## config.mk

```make
export PLATFORM = sky130hd
export DESIGN_NAME = shared_buffer_multi_queue_unit
export DESIGN_NICKNAME = d
export VERILOG_FILES = /design/src/sbmq_pkg.sv /design/src/sbmq_ram.sv /design/src/sbmq_ctrl.sv /design/src/sbmq_datapath.sv /design/src/shared_buffer_multi_queue_unit.sv
export SDC_FILE = /design/constraint.sdc
export NUM_CORES = 1
export LEC_CHECK = 0
export BUFFER_PORTS_ARGS = -buffer_cell sky130_fd_sc_hd__buf_2
export CAP_MARGIN = 0
export CORE_UTILIZATION = 50
export DETAILED_ROUTE_END_ITERATION = 10
export GPL_TIMING_DRIVEN = 0
export HOLD_SLACK_MARGIN = 0.02
export PLACE_DENSITY = 0.71
export SLEW_MARGIN = 20
export SYNTH_ARGS = -nofsm -noshare
export SYNTH_HDL_FRONTEND = slang
export SYNTH_SLANG_ARGS = --single-unit
```

## constraint.sdc

```tcl
create_clock -name i_clk -period 12.25 [get_ports i_clk]
set_input_delay 2.45 -clock i_clk [delete_from_list [all_inputs] [get_ports i_clk]]
set_output_delay 2.45 -clock i_clk [all_outputs]
set_load 0.01 [all_outputs]
```

## src/sbmq_pkg.sv

```systemverilog
// ----------------------------------------------------------------------------
// sbmq_pkg
// beat types, command and status codes, controller/datapath interface
// ----------------------------------------------------------------------------
package sbmq_pkg;

    localparam logic [1:0] CMD_ENQ   = 2'd0;
    localparam logic [1:0] CMD_DEQ   = 2'd1;
    localparam logic [1:0] CMD_QUERY = 2'd2;

    localparam logic [1:0] ST_DONE  = 2'd0;
    localparam logic [1:0] ST_FULL  = 2'd1;
    localparam logic [1:0] ST_EMPTY = 2'd2;

    typedef struct packed {
        logic [1:0]         command;
        logic [1:0]         queue_id;
        logic signed [31:0] data;
    } t_in_item;

    typedef struct packed {
        logic [1:0]         status;
        logic               is_empty;
        logic signed [31:0] front_value;
        logic signed [31:0] back_value;
    } t_out_item;

    // controller to datapath
    typedef struct packed {
        logic clr_step;
        logic load;
        logic exec;
        logic link;
        logic fetch;
        logic report;
    } t_ctrl;

    // datapath to controller
    typedef struct packed {
        logic clr_done;
        logic go_link;
        logic is_deq;
    } t_stat;

endpackage

```

## src/sbmq_ram.sv

```systemverilog
// ----------------------------------------------------------------------------
// sbmq_ram
// generic single write port, single read port ram with registered read
// ----------------------------------------------------------------------------
module sbmq_ram #(
    parameter int WIDTH = 32,
    parameter int DEPTH = 16,
    localparam int AW = (DEPTH > 1) ? $clog2(DEPTH) : 1
) (
    input  logic             i_clk,
    input  logic             i_we,
    input  logic [AW-1:0]    i_waddr,
    input  logic [WIDTH-1:0] i_wdata,
    input  logic [AW-1:0]    i_raddr,
    output logic [WIDTH-1:0] o_rdata
);

    logic [WIDTH-1:0] r_mem [DEPTH];
    logic [WIDTH-1:0] r_rdata;

    always_ff @(posedge i_clk) begin
        if (i_we) begin
            r_mem[i_waddr] <= i_wdata;
        end
        r_rdata <= r_mem[i_raddr];
    end

    assign o_rdata = r_rdata;

endmodule

```

## src/sbmq_ctrl.sv

```systemverilog
// ----------------------------------------------------------------------------
// sbmq_ctrl
// command sequencer: link clearing pass, then one command at a time
// ----------------------------------------------------------------------------
module sbmq_ctrl (
    input  logic            i_clk,
    input  logic            i_rst_n,
    input  logic            start,
    input  sbmq_pkg::t_stat i_stat,
    output sbmq_pkg::t_ctrl o_ctrl,
    output logic            busy
);

    typedef enum logic [5:0] {
        S_CLEAR  = 6'b000001,
        S_IDLE   = 6'b000010,
        S_EXEC   = 6'b000100,
        S_LINK   = 6'b001000,
        S_FETCH  = 6'b010000,
        S_REPORT = 6'b100000
    } t_state;

    t_state r_state;
    t_state n_state;
    logic   open;

    // idle and report both take a new command
    assign open = (r_state == S_IDLE) || (r_state == S_REPORT);
    assign busy = !open;

    always_comb begin
        n_state = r_state;
        unique case (r_state)
            S_CLEAR: begin
                if (i_stat.clr_done) begin
                    n_state = S_IDLE;
                end
            end
            S_IDLE: begin
                if (start) begin
                    n_state = S_EXEC;
                end
            end
            S_EXEC: begin
                n_state = i_stat.go_link ? S_LINK : S_REPORT;
            end
            S_LINK: begin
                n_state = i_stat.is_deq ? S_FETCH : S_REPORT;
            end
            S_FETCH: begin
                n_state = S_REPORT;
            end
            S_REPORT: begin
                n_state = start ? S_EXEC : S_IDLE;
            end
            default: begin
                n_state = S_IDLE;
            end
        endcase
    end

    always_ff @(posedge i_clk) begin
        if (!i_rst_n) begin
            r_state <= S_CLEAR;
        end else begin
            r_state <= n_state;
        end
    end

    always_comb begin
        o_ctrl.clr_step = (r_state == S_CLEAR);
        o_ctrl.load     = open && start;
        o_ctrl.exec     = (r_state == S_EXEC);
        o_ctrl.link     = (r_state == S_LINK);
        o_ctrl.fetch    = (r_state == S_FETCH);
        o_ctrl.report   = (r_state == S_REPORT);
    end

endmodule

```

## src/sbmq_datapath.sv

```systemverilog
// ----------------------------------------------------------------------------
// sbmq_datapath
// link and data stores, queue head/tail registers, free list head, result
// ----------------------------------------------------------------------------
module sbmq_datapath #(
    parameter int SLOTS  = 16,
    parameter int QUEUES = 4
) (
    input  logic                i_clk,
    input  logic                i_rst_n,
    input  sbmq_pkg::t_ctrl     i_ctrl,
    input  sbmq_pkg::t_in_item  i_item,
    output sbmq_pkg::t_stat     o_stat,
    output logic                o_valid,
    output sbmq_pkg::t_out_item o_result
);

    localparam int AW = $clog2(SLOTS);
    localparam int IW = $clog2(SLOTS + 1);
    localparam int QW = (QUEUES > 1) ? $clog2(QUEUES) : 1;
    localparam logic [IW-1:0] NIL = IW'(SLOTS);

    sbmq_pkg::t_in_item  r_cmd;
    logic                r_qok;
    logic [1:0]          r_status;
    logic [IW-1:0]       r_head [QUEUES];
    logic [IW-1:0]       r_tail [QUEUES];
    logic signed [31:0]  r_front [QUEUES];
    logic signed [31:0]  r_back [QUEUES];
    logic [IW-1:0]       r_free;
    logic [AW-1:0]       r_clr;
    logic                r_valid;
    sbmq_pkg::t_out_item r_result;

    logic [QW-1:0] qi;
    logic [IW-1:0] cur_h;
    logic [IW-1:0] cur_t;
    logic          q_empty;
    logic          free_ok;
    logic          is_enq;
    logic          is_deq;
    logic          enq_ok;
    logic          deq_one;
    logic          deq_multi;

    logic          lk_we;
    logic [AW-1:0] lk_waddr;
    logic [IW-1:0] lk_wdata;
    logic [AW-1:0] lk_raddr;
    logic [IW-1:0] lk_rdata;
    logic          dt_we;
    logic [31:0]   dt_rdata;

    assign qi      = QW'(r_cmd.queue_id);
    assign cur_h   = r_head[qi];
    assign cur_t   = r_tail[qi];
    assign q_empty = !((cur_h < NIL) && (cur_t < NIL));
    assign free_ok = (r_free < NIL);
    assign is_enq  = (r_cmd.command == sbmq_pkg::CMD_ENQ);
    assign is_deq  = (r_cmd.command == sbmq_pkg::CMD_DEQ);

    assign enq_ok    = r_qok && is_enq && free_ok;
    assign deq_one   = r_qok && is_deq && !q_empty && (cur_h == cur_t);
    assign deq_multi = r_qok && is_deq && !q_empty && (cur_h != cur_t);

    assign o_stat.clr_done = (r_clr == AW'(SLOTS - 1));
    assign o_stat.go_link  = enq_ok || deq_multi;
    assign o_stat.is_deq   = is_deq;

    // link store port steering
    always_comb begin
        lk_we    = 1'b0;
        lk_waddr = cur_t[AW-1:0];
        lk_wdata = r_free;
        lk_raddr = r_free[AW-1:0];
        dt_we    = 1'b0;
        if (i_ctrl.clr_step) begin
            lk_we    = 1'b1;
            lk_waddr = r_clr;
            lk_wdata = IW'(r_clr) + IW'(1);
        end else if (i_ctrl.exec) begin
            if (enq_ok) begin
                dt_we = 1'b1;
                // append after the old tail
                lk_we = !q_empty;
            end else if (deq_one) begin
                lk_we    = 1'b1;
                lk_waddr = cur_h[AW-1:0];
            end else if (deq_multi) begin
                lk_raddr = cur_h[AW-1:0];
            end
        end else if (i_ctrl.link) begin
            lk_we = 1'b1;
            if (is_deq) begin
                lk_waddr = cur_h[AW-1:0];
            end else begin
                lk_waddr = r_free[AW-1:0];
                lk_wdata = NIL;
            end
        end
    end

    sbmq_ram #(
        .WIDTH (IW),
        .DEPTH (SLOTS)
    ) u_link_ram (
        .i_clk   (i_clk),
        .i_we    (lk_we),
        .i_waddr (lk_waddr),
        .i_wdata (lk_wdata),
        .i_raddr (lk_raddr),
        .o_rdata (lk_rdata)
    );

    sbmq_ram #(
        .WIDTH (32),
        .DEPTH (SLOTS)
    ) u_data_ram (
        .i_clk   (i_clk),
        .i_we    (dt_we),
        .i_waddr (r_free[AW-1:0]),
        .i_wdata (r_cmd.data),
        .i_raddr (lk_rdata[AW-1:0]),
        .o_rdata (dt_rdata)
    );

    // control state
    always_ff @(posedge i_clk) begin
        if (!i_rst_n) begin
            for (int i = 0; i < QUEUES; i++) begin
                r_head[i] <= NIL;
                r_tail[i] <= NIL;
            end
            r_free  <= '0;
            r_clr   <= '0;
            r_valid <= 1'b0;
        end else begin
            r_valid <= i_ctrl.report;
            if (i_ctrl.clr_step) begin
                r_clr <= r_clr + AW'(1);
            end
            if (i_ctrl.exec && deq_one) begin
                r_free     <= cur_h;
                r_head[qi] <= NIL;
                r_tail[qi] <= NIL;
            end
            if (i_ctrl.link) begin
                if (is_deq) begin
                    r_free <= cur_h;
                    if (lk_rdata < NIL) begin
                        r_head[qi] <= lk_rdata;
                    end else begin
                        r_head[qi] <= NIL;
                        r_tail[qi] <= NIL;
                    end
                end else begin
                    r_free     <= lk_rdata;
                    r_tail[qi] <= r_free;
                    if (q_empty) begin
                        r_head[qi] <= r_free;
                    end
                end
            end
        end
    end

    // payload
    always_ff @(posedge i_clk) begin
        if (i_ctrl.load) begin
            r_cmd <= i_item;
            r_qok <= ({30'd0, i_item.queue_id} < 32'(QUEUES));
        end
        if (i_ctrl.exec) begin
            if (r_qok && is_enq && !free_ok) begin
                r_status <= sbmq_pkg::ST_FULL;
            end else if (r_qok && is_deq && q_empty) begin
                r_status <= sbmq_pkg::ST_EMPTY;
            end else begin
                r_status <= sbmq_pkg::ST_DONE;
            end
        end
        if (i_ctrl.link && !is_deq) begin
            r_back[qi] <= r_cmd.data;
            if (q_empty) begin
                r_front[qi] <= r_cmd.data;
            end
        end
        if (i_ctrl.fetch) begin
            r_front[qi] <= dt_rdata;
        end
        if (i_ctrl.report) begin
            if (!r_qok) begin
                r_result.status      <= sbmq_pkg::ST_DONE;
                r_result.is_empty    <= 1'b1;
                r_result.front_value <= '0;
                r_result.back_value  <= '0;
            end else begin
                r_result.status      <= r_status;
                r_result.is_empty    <= q_empty;
                r_result.front_value <= q_empty ? 32'sd0 : r_front[qi];
                r_result.back_value  <= q_empty ? 32'sd0 : r_back[qi];
            end
        end
    end

    assign o_valid  = r_valid;
    assign o_result = r_result;

endmodule

```

## src/shared_buffer_multi_queue_unit.sv

```systemverilog
// ----------------------------------------------------------------------------
// shared_buffer_multi_queue_unit
// several fifo queues over one slot store, chained by a link store, with
// unused slots kept on a free list
// ----------------------------------------------------------------------------
//
//   channel   handshake          payload
//   --------  -----------------  ---------------------------------------
//   command   start / busy       i_item  (command, queue_id, data)
//   result    o_valid strobe     o_result (status, is_empty, front, back)
//
// after reset the link store is initialized one slot a cycle with busy
// high. a beat is taken when start is high and busy is low. a query, a
// refused command or a dequeue of the last entry passes exec and report;
// an enqueue adds a link update, and other dequeues add a link update
// and a data fetch, as the link store and the data store have single read
// ports. o_valid marks each result for one cycle; it cannot be held off.
//
module shared_buffer_multi_queue_unit #(
    parameter int SLOTS  = 16,  // slots in the shared store, 2 to 4096
    parameter int QUEUES = 4    // queues, 1 to 4
) (
    input  logic                i_clk,
    input  logic                i_rst_n,
    input  logic                start,
    output logic                busy,
    input  sbmq_pkg::t_in_item  i_item,
    output logic                o_valid,
    output sbmq_pkg::t_out_item o_result
);

    // command and status between sequencer and datapath
    sbmq_pkg::t_ctrl ctrl;
    sbmq_pkg::t_stat stat;

    // sequencer: clearing pass, exec, link update, data fetch, report
    sbmq_ctrl u_ctrl (
        .i_clk   (i_clk),
        .i_rst_n (i_rst_n),
        .start   (start),
        .i_stat  (stat),
        .o_ctrl  (ctrl),
        .busy    (busy)
    );

    // stores, per-queue head/tail and cached front/back words
    sbmq_datapath #(
        .SLOTS  (SLOTS),
        .QUEUES (QUEUES)
    ) u_datapath (
        .i_clk    (i_clk),
        .i_rst_n  (i_rst_n),
        .i_ctrl   (ctrl),
        .i_item   (i_item),
        .o_stat   (stat),
        .o_valid  (o_valid),
        .o_result (o_result)
    );

endmodule

```

Yosys cells after proc, flatten, opt, wreduce, memory -nomap -nowiden
Memories as Yosys holds them, arrays and structs flattened. A register that Yosys moved wholly into a read port is not among the register bits.
Cells that the tools add are included.
{"block": "totals", "word_cells": 143, "mem_bits_rw": 888, "out_inout_bits": 69, "mem_count": 6, "ff_bits": 57}
{"block": "op_classes", "muxes": 80, "n_eq_ne": 12, "addsub": 2, "n_lt_le_gt_ge": 4, "n_reduce_logical": 23, "bitwise_logic": 6}
{"name": "u_datapath.u_data_ram.r_mem", "depth": 16, "word_bits": 32, "read_ports": 1, "rd_ports_with_merged_regs": 1, "wr": 1, "line": "sbmq_ram.sv:18", "source": "logic [WIDTH-1:0] r_mem [DEPTH];"}
{"name": "u_datapath.r_back", "depth": 4, "word_bits": 32, "read_ports": 1, "rd_ports_with_merged_regs": 1, "wr": 1, "line": "sbmq_datapath.sv:29", "source": "logic signed [31:0] r_back [QUEUES];"}
{"name": "u_datapath.r_front", "depth": 4, "word_bits": 32, "read_ports": 1, "rd_ports_with_merged_regs": 1, "wr": 1, "line": "sbmq_datapath.sv:28", "source": "logic signed [31:0] r_front [QUEUES];"}
{"name": "u_datapath.u_link_ram.r_mem", "depth": 16, "word_bits": 5, "read_ports": 1, "rd_ports_with_merged_regs": 1, "wr": 1, "line": "sbmq_ram.sv:18"}
{"name": "u_datapath.r_head", "depth": 4, "word_bits": 5, "read_ports": 1, "rd_ports_with_merged_regs": 1, "wr": 4, "line": "sbmq_datapath.sv:26", "source": "logic [IW-1:0] r_head [QUEUES];"}
{"name": "u_datapath.r_tail", "depth": 4, "word_bits": 5, "read_ports": 1, "rd_ports_with_merged_regs": 1, "wr": 4, "line": "sbmq_datapath.sv:27", "source": "logic [IW-1:0] r_tail [QUEUES];"}
{"cell": "$mux W5", "n": 14}
{"cell": "$mux W4", "n": 11}
{"cell": "$mux W1", "n": 43}
{"cell": "$pmux W6 S6", "n": 1}
{"cell": "$mux W32", "n": 1}
{"cell": "$mux W6", "n": 4}
{"cell": "$lt A5 B5 Y1 const B", "n": 4}
{"cell": "$logic_and A1 B1 Y1", "n": 10}
{"cell": "$mux W2", "n": 5}
{"cell": "$reduce_or A5 Y1", "n": 2}
{"cell": "$eq A6 B1 Y1 const B", "n": 1}
{"cell": "$eq A6 B2 Y1 const B", "n": 1}
{"cell": "$eq A6 B3 Y1 const B", "n": 1}
{"cell": "$eq A6 B4 Y1 const B", "n": 1}
{"cell": "$eq A6 B5 Y1 const B", "n": 1}
{"cell": "$eq A6 B6 Y1 const B", "n": 1}
{"cell": "$logic_not A1 Y1", "n": 6}
{"cell": "$or A1 B1 Y1", "n": 6}
{"cell": "$add A4 B1 Y5 const B", "n": 1}
{"cell": "$eq A5 B5 Y1", "n": 1}
{"cell": "$ne A5 B5 Y1", "n": 1}
{"cell": "$add A4 B1 Y4 const B", "n": 1}
{"cell": "$eq A4 B4 Y1 const B", "n": 1}
{"cell": "$mux W3", "n": 1}
{"cell": "other kinds (7)", "n": 8}

Logic depth before layout (Yosys ltp)
{"block": "logic_depth", "depth_word": 13, "mapped_depth": 14}

Hierarchy
A second synthesis with hierarchy kept.
{"block": "hier_totals", "cells_unflattened": 1856, "area_unflattened_um2": 39402.8}
{"mod": "sbmq_ram (u_datapath.u_data_ram)", "instances": 1, "cells_each": 838, "area_each_um2": 19854.0, "seq_area_each_um2": 16015.4}
{"mod": "sbmq_datapath", "instances": 1, "cells_each": 819, "area_each_um2": 15980.3, "seq_area_each_um2": 12281.8}
{"mod": "sbmq_ram (u_datapath.u_link_ram)", "instances": 1, "cells_each": 155, "area_each_um2": 3213.1, "seq_area_each_um2": 2502.4}
{"mod": "sbmq_ctrl", "instances": 1, "cells_each": 44, "area_each_um2": 355.3, "seq_area_each_um2": 120.1}

Least setup slack after synthesis
No wires, ideal clock.
{"block": "synth_path", "path_kind": "flip-flop to flip-flop", "startpoint": "register u_ctrl.r_state[2]", "endpoint": "register, netlist name u_datapath.o_result[0]", "required_ns": 11.676, "period_less_slack_ns": 5.950, "slack_ns": 6.300, "path_stages_with_launch": 3, "arrival_ns": 5.375, "cell_sequence": "dfxtp_1 > or3_1 > nor3_1"}
{"element": "from (decl)", "line": "sbmq_ctrl.sv:23", "source": "t_state r_state;"}
{"element": "from (signal assigned)", "line": "sbmq_ctrl.sv:66", "source": "r_state <= n_state;"}

==> impl_summary.txt <==
----------------------------------------------------
[Pwr]
  Cell Pwr Density ... 175 mW/mm^2
  Leakage power summed over all cells ... 14.8 nW
  Power after layout ... 8.05 mW
  Sequential share of power ... 0.504
  Proportion of power drawn by combinational gates ... 0.108
  Worst voltage drop across the vdd grid ... 0.116 mV
  Internal ... 6.22 mW
  Fraction of power spent switching nets ... 0.227
  Clock network fraction of design power ... 0.388
  Net switching power ... 1.83 mW

[Yosys]
  Post-synthesis average cell area ... 21.1 um^2
  Warnings, synthesis ... 0
  Number of distinct library cells after synthesis ... 59
  Net Count, Synth ... 1923
  Sequential cell area fraction in the yosys report ... 0.778
  Share of flip-flops with an asynchronous set or reset after synthesis ... 0
  Yosys top cell area share ... 0.750
  Total of flip-flops plus latches after synthesis ... 1048
  Cell type with the largest total area after synthesis ... sky130_fd_sc_hd__edfxtp_1
  Combined area of all synthesized cells ... 0.0397 mm^2
  Most common flop cell mapped by yosys ... sky130_fd_sc_hd__edfxtp_1
  Top post-synthesis cells by count ... sky130_fd_sc_hd__edfxtp_1, sky130_fd_sc_hd__mux4_2, sky130_fd_sc_hd__nor2_1
  Largest cells by area after synthesis ... sky130_fd_sc_hd__edfxtp_1, sky130_fd_sc_hd__mux4_2, sky130_fd_sc_hd__dfxtp_1
  Most frequently used cell type in the post-synthesis netlist ... sky130_fd_sc_hd__edfxtp_1
  Post-synthesis instance total ... 1882
  Post-synth EDFFs ... 993

[CTS]
  Number of buffers created by CTS ... 101
  Maximum clock path buffer count ... 3
  Clock insertion delay at the later pin of the skew report ... 660 ps
  H-tree depth reported by CTS ... 3
  CTS tree ... yes
  Root cell of the clock tree ... sky130_fd_sc_hd__clkbuf_16
  Post-CTS Setup Repair Bufs ... 0
  Count of cells resized by post-cts repair ... 0
  Hold-fix buffer count after cts ... 0
  Number of clock sinks seen by CTS ... 1048
  Clock transition at the register clock pins on the worst setup and hold paths after CTS ... 60 ps

[Route]
  Total via count in the routed design ... 19353
  DRC violations left ... 0
  DRC violation total after the first TritonRoute iteration ... 2330
  Antenna Violating Nets Remaining ... 0
  Mean number of vias per cell ... 5.90
  Average routed wire per standard cell ... 26.4 um
  Post-detailed-routing wire length ... 86500 um
  TritonRoute pass-1 iters ... 5

[Die]
  Core area ... 0.0789 mm^2
  Chip width ... 284 um
  Height of the chip ... 284 um
  Effective utilization at floorplan ... 0.504
  Row count ... 103
  Full die area ... 0.0806 mm^2
  I/O pin count ... 108

[STA]
  Final hold slack ... 419 ps
  Unrepaired setup endpoints after global routing ... no
  Endpoints failing setup ... 0
  Final-report hold violation count ... 0
  Setup TNS ... 0 ps
  Fmax achieved ... 199 MHz
  Post-route fraction of the period consumed by the critical path ... 0.411
  Post-route setup slack ... 7210 ps
  Max Clock Skew ... 31.3 ps
  Actual transition at the worst max-transition pin ... 1070 ps
  Time the worst path needs with I/O delays and setup ... 5040 ps
  Headroom to the max-slew limit ... 0.284
  Max-slew violation count ... 0

[Setup path]
  Worst Path Required ... 12730 ps
  RR Endpoint ... u_datapath.u_link_ram.o_rdata[1]
  Peak fanout along the critical path ... 10
  WP data arrival ... 5520 ps
  Slack of the worst reg-to-reg path ... 7210 ps
  Kind of capture point of the worst setup path ... register
  Number of cells on the worst reg-to-reg path ... 13
  Startpoint-to-endpoint class of the critical path ... register to register
  Startpoint type of the worst setup path ... register

[Global route]
  Via count of the first global-routing pass ... 19941
  Pin count of the biggest net entering global routing ... 32
  Total grt overflow ... 0
  Number of antenna violations at the first check in global routing ... 4
  Global routing usage summed across all routing layers ... 0.217
  First-pass GRT wire length ... 128000 um

[Worst hold path]
  Class of the worst hold path ... register to register
  Cell depth of the worst min-delay path ... 0
  Worst min-delay path startpoint ... u_datapath.r_status[0]
  Hold EP ... u_datapath.o_result[65]

[Finish]
  Final nets ... 2183
  Final core utilization ... 0.582
  Ratio of cells with drive above 1 in the final layout ... 0.287
  Fillers ... 5581
  Area Growth Syn to Fin ... 15.5%
  N_diodes ... 0
  Area occupied by multi-input gates ... 0.00859 mm^2
  Combined flip-flop and latch cell area ... 0.0309 mm^2

[Placement]
  Setup slack after placement ... 7260 ps
  Half-perimeter wire length after detailed placement ... 58200 um
  GP Congestion ... 0.842
  Count of input and output buffers ... 106

[Run status]
  Run status ... complete, no violations

[Run]
  MaxCap Viol Count ... 0

----------------------------------------------------
==> layer usage <==
layer | part of all wire | vias to the layer above | track usage
li1 | - | 8207 | -
met1 | 0.41 | 10213 | 0.304
met2 | 0.49 | 807 | 0.355
met3 | 0.073 | 126 | 0.0345
met4 | 0.024 | 0 | 0.0676
met5 | 0 | - | 0
==> state kept, by name, indices dropped and copies added, names as in the netlist, 5 cells and up, named ones only <==
register	cells
u_datapath.u_link_ram.o_rdata	5
u_datapath.u_data_ram.o_rdata	32
u_datapath.u_link_ram.r_mem	80
u_datapath.o_result	67
u_datapath.r_tail	20
u_datapath.r_head	20
u_ctrl.r_state	6
u_datapath.u_data_ram.r_mem	512
u_datapath.r_cmd	34
u_datapath.r_back	128
u_datapath.r_front	128
u_datapath.r_free	5
==> layout make-up <==
class / instances / share of cell area
Buffer: 92 / 0.00809
Clock buffer: 138 / 0.0616
Clock inverter: 53 / 0.0121
Inverter: 16 / 0.00131
Multi-Input combinational cell: 726 / 0.187
Sequential cell: 1048 / 0.673
Tap cell: 1050 / 0.0286
Timing Repair Buffer: 157 / 0.0281
==> power groups by stage <==
stage               logic, mW  registers (mW)  clock network, mW
finish                  0.870            4.06               3.12
global route            0.922            4.06               3.29
CTS                     0.874            4.05               3.15
detailed placement      0.870            4.13                  0
global placement        0.847            4.13                  0
floorplan               0.611            4.09                  0
==> through the flow <==
stage | std cells | instance area [um^2]
floorplan | 1882 | 39700
global placement | 3038 | 41600
detailed placement | 3087 | 42500
CTS | 3278 | 45900
global route | 3280 | 45900
finish | 3280 | 45900
==> how the worst max path moves through the flow <==
stage / from / end / slack (ps) / depth (start not counted)
global placement: u_ctrl.r_state[2] / u_datapath.o_result[10] / 4100 / 2
finish: register / u_datapath.u_link_ram.o_rdata[1] / 7210 / 13
global route: register / u_datapath.u_link_ram.o_rdata[1] / 6950 / 13
CTS: register / u_datapath.u_link_ram.o_rdata[1] / 7220 / 13
floorplan: u_ctrl.r_state[2] / u_datapath.o_result[0] / 6300 / 2
detailed placement: register / u_datapath.u_link_ram.o_rdata[1] / 7260 / 13
==> cell usage in the layout, fill, tap and decap left out, types with 5 or more instances in the layout <==
| cell | count |
|---|---|
| sky130_fd_sc_hd__a21oi_1 | 28 |
| sky130_fd_sc_hd__and2_1 | 67 |
| sky130_fd_sc_hd__buf_1 | 17 |
| sky130_fd_sc_hd__buf_12 | 10 |
| sky130_fd_sc_hd__buf_16 | 12 |
| sky130_fd_sc_hd__buf_2 | 111 |
| sky130_fd_sc_hd__buf_4 | 26 |
| sky130_fd_sc_hd__buf_6 | 5 |
| sky130_fd_sc_hd__bufinv_16 | 9 |
| sky130_fd_sc_hd__clkbuf_1 | 86 |
| sky130_fd_sc_hd__clkbuf_16 | 102 |
| sky130_fd_sc_hd__clkbuf_8 | 14 |
| sky130_fd_sc_hd__clkinv_1 | 16 |
| sky130_fd_sc_hd__clkinv_2 | 18 |
| sky130_fd_sc_hd__dfxtp_1 | 55 |
| sky130_fd_sc_hd__edfxtp_1 | 993 |
| sky130_fd_sc_hd__inv_1 | 16 |
| sky130_fd_sc_hd__mux2_2 | 42 |
| sky130_fd_sc_hd__mux2i_1 | 27 |
| sky130_fd_sc_hd__mux4_2 | 234 |
| sky130_fd_sc_hd__nand2_1 | 54 |
| sky130_fd_sc_hd__nand2b_1 | 7 |
| sky130_fd_sc_hd__nand3_1 | 30 |
| sky130_fd_sc_hd__nor2_1 | 69 |
| sky130_fd_sc_hd__nor2_4 | 21 |
| sky130_fd_sc_hd__nor2b_1 | 9 |
| sky130_fd_sc_hd__nor3_1 | 7 |
| sky130_fd_sc_hd__nor3_2 | 5 |
| sky130_fd_sc_hd__o21ai_0 | 27 |
| sky130_fd_sc_hd__o21ai_1 | 5 |
| sky130_fd_sc_hd__o22ai_1 | 6 |
| sky130_fd_sc_hd__or3_1 | 6 |
| sky130_fd_sc_hd__xnor2_1 | 7 |
| sky130_fd_sc_hd__xor2_1 | 7 |
==> worst max-delay path: stages (launching register included) <==
cell and delay [ps]:
sky130_fd_sc_hd__dfxtp_1 340, sky130_fd_sc_hd__buf_6 170, sky130_fd_sc_hd__buf_2 310, sky130_fd_sc_hd__mux4_2 610, sky130_fd_sc_hd__inv_1 90, sky130_fd_sc_hd__ha_1 130, sky130_fd_sc_hd__clkbuf_1 530, sky130_fd_sc_hd__nand4_1 450
sky130_fd_sc_hd__a32o_2 430, sky130_fd_sc_hd__nor2_2 290, sky130_fd_sc_hd__buf_2 390, sky130_fd_sc_hd__mux2_1 370, sky130_fd_sc_hd__a2111oi_0 590, sky130_fd_sc_hd__nand3_1 160
==> cell families after synthesis <==
group / count (synthesis) / synth area share
DFF: 1048 / 0.778
muxes: 309 / 0.153
and+or+nand+nor: 297 / 0.0370
buffers and inverters: 108 / 0.0107
AOI/OAI and AO/OA: 104 / 0.0173
xor gates and xnor gates: 14 / 0.00309
adders and majority gates: 2 / 0.000629
No activity file was read; power rests on OpenSTA's default activity.
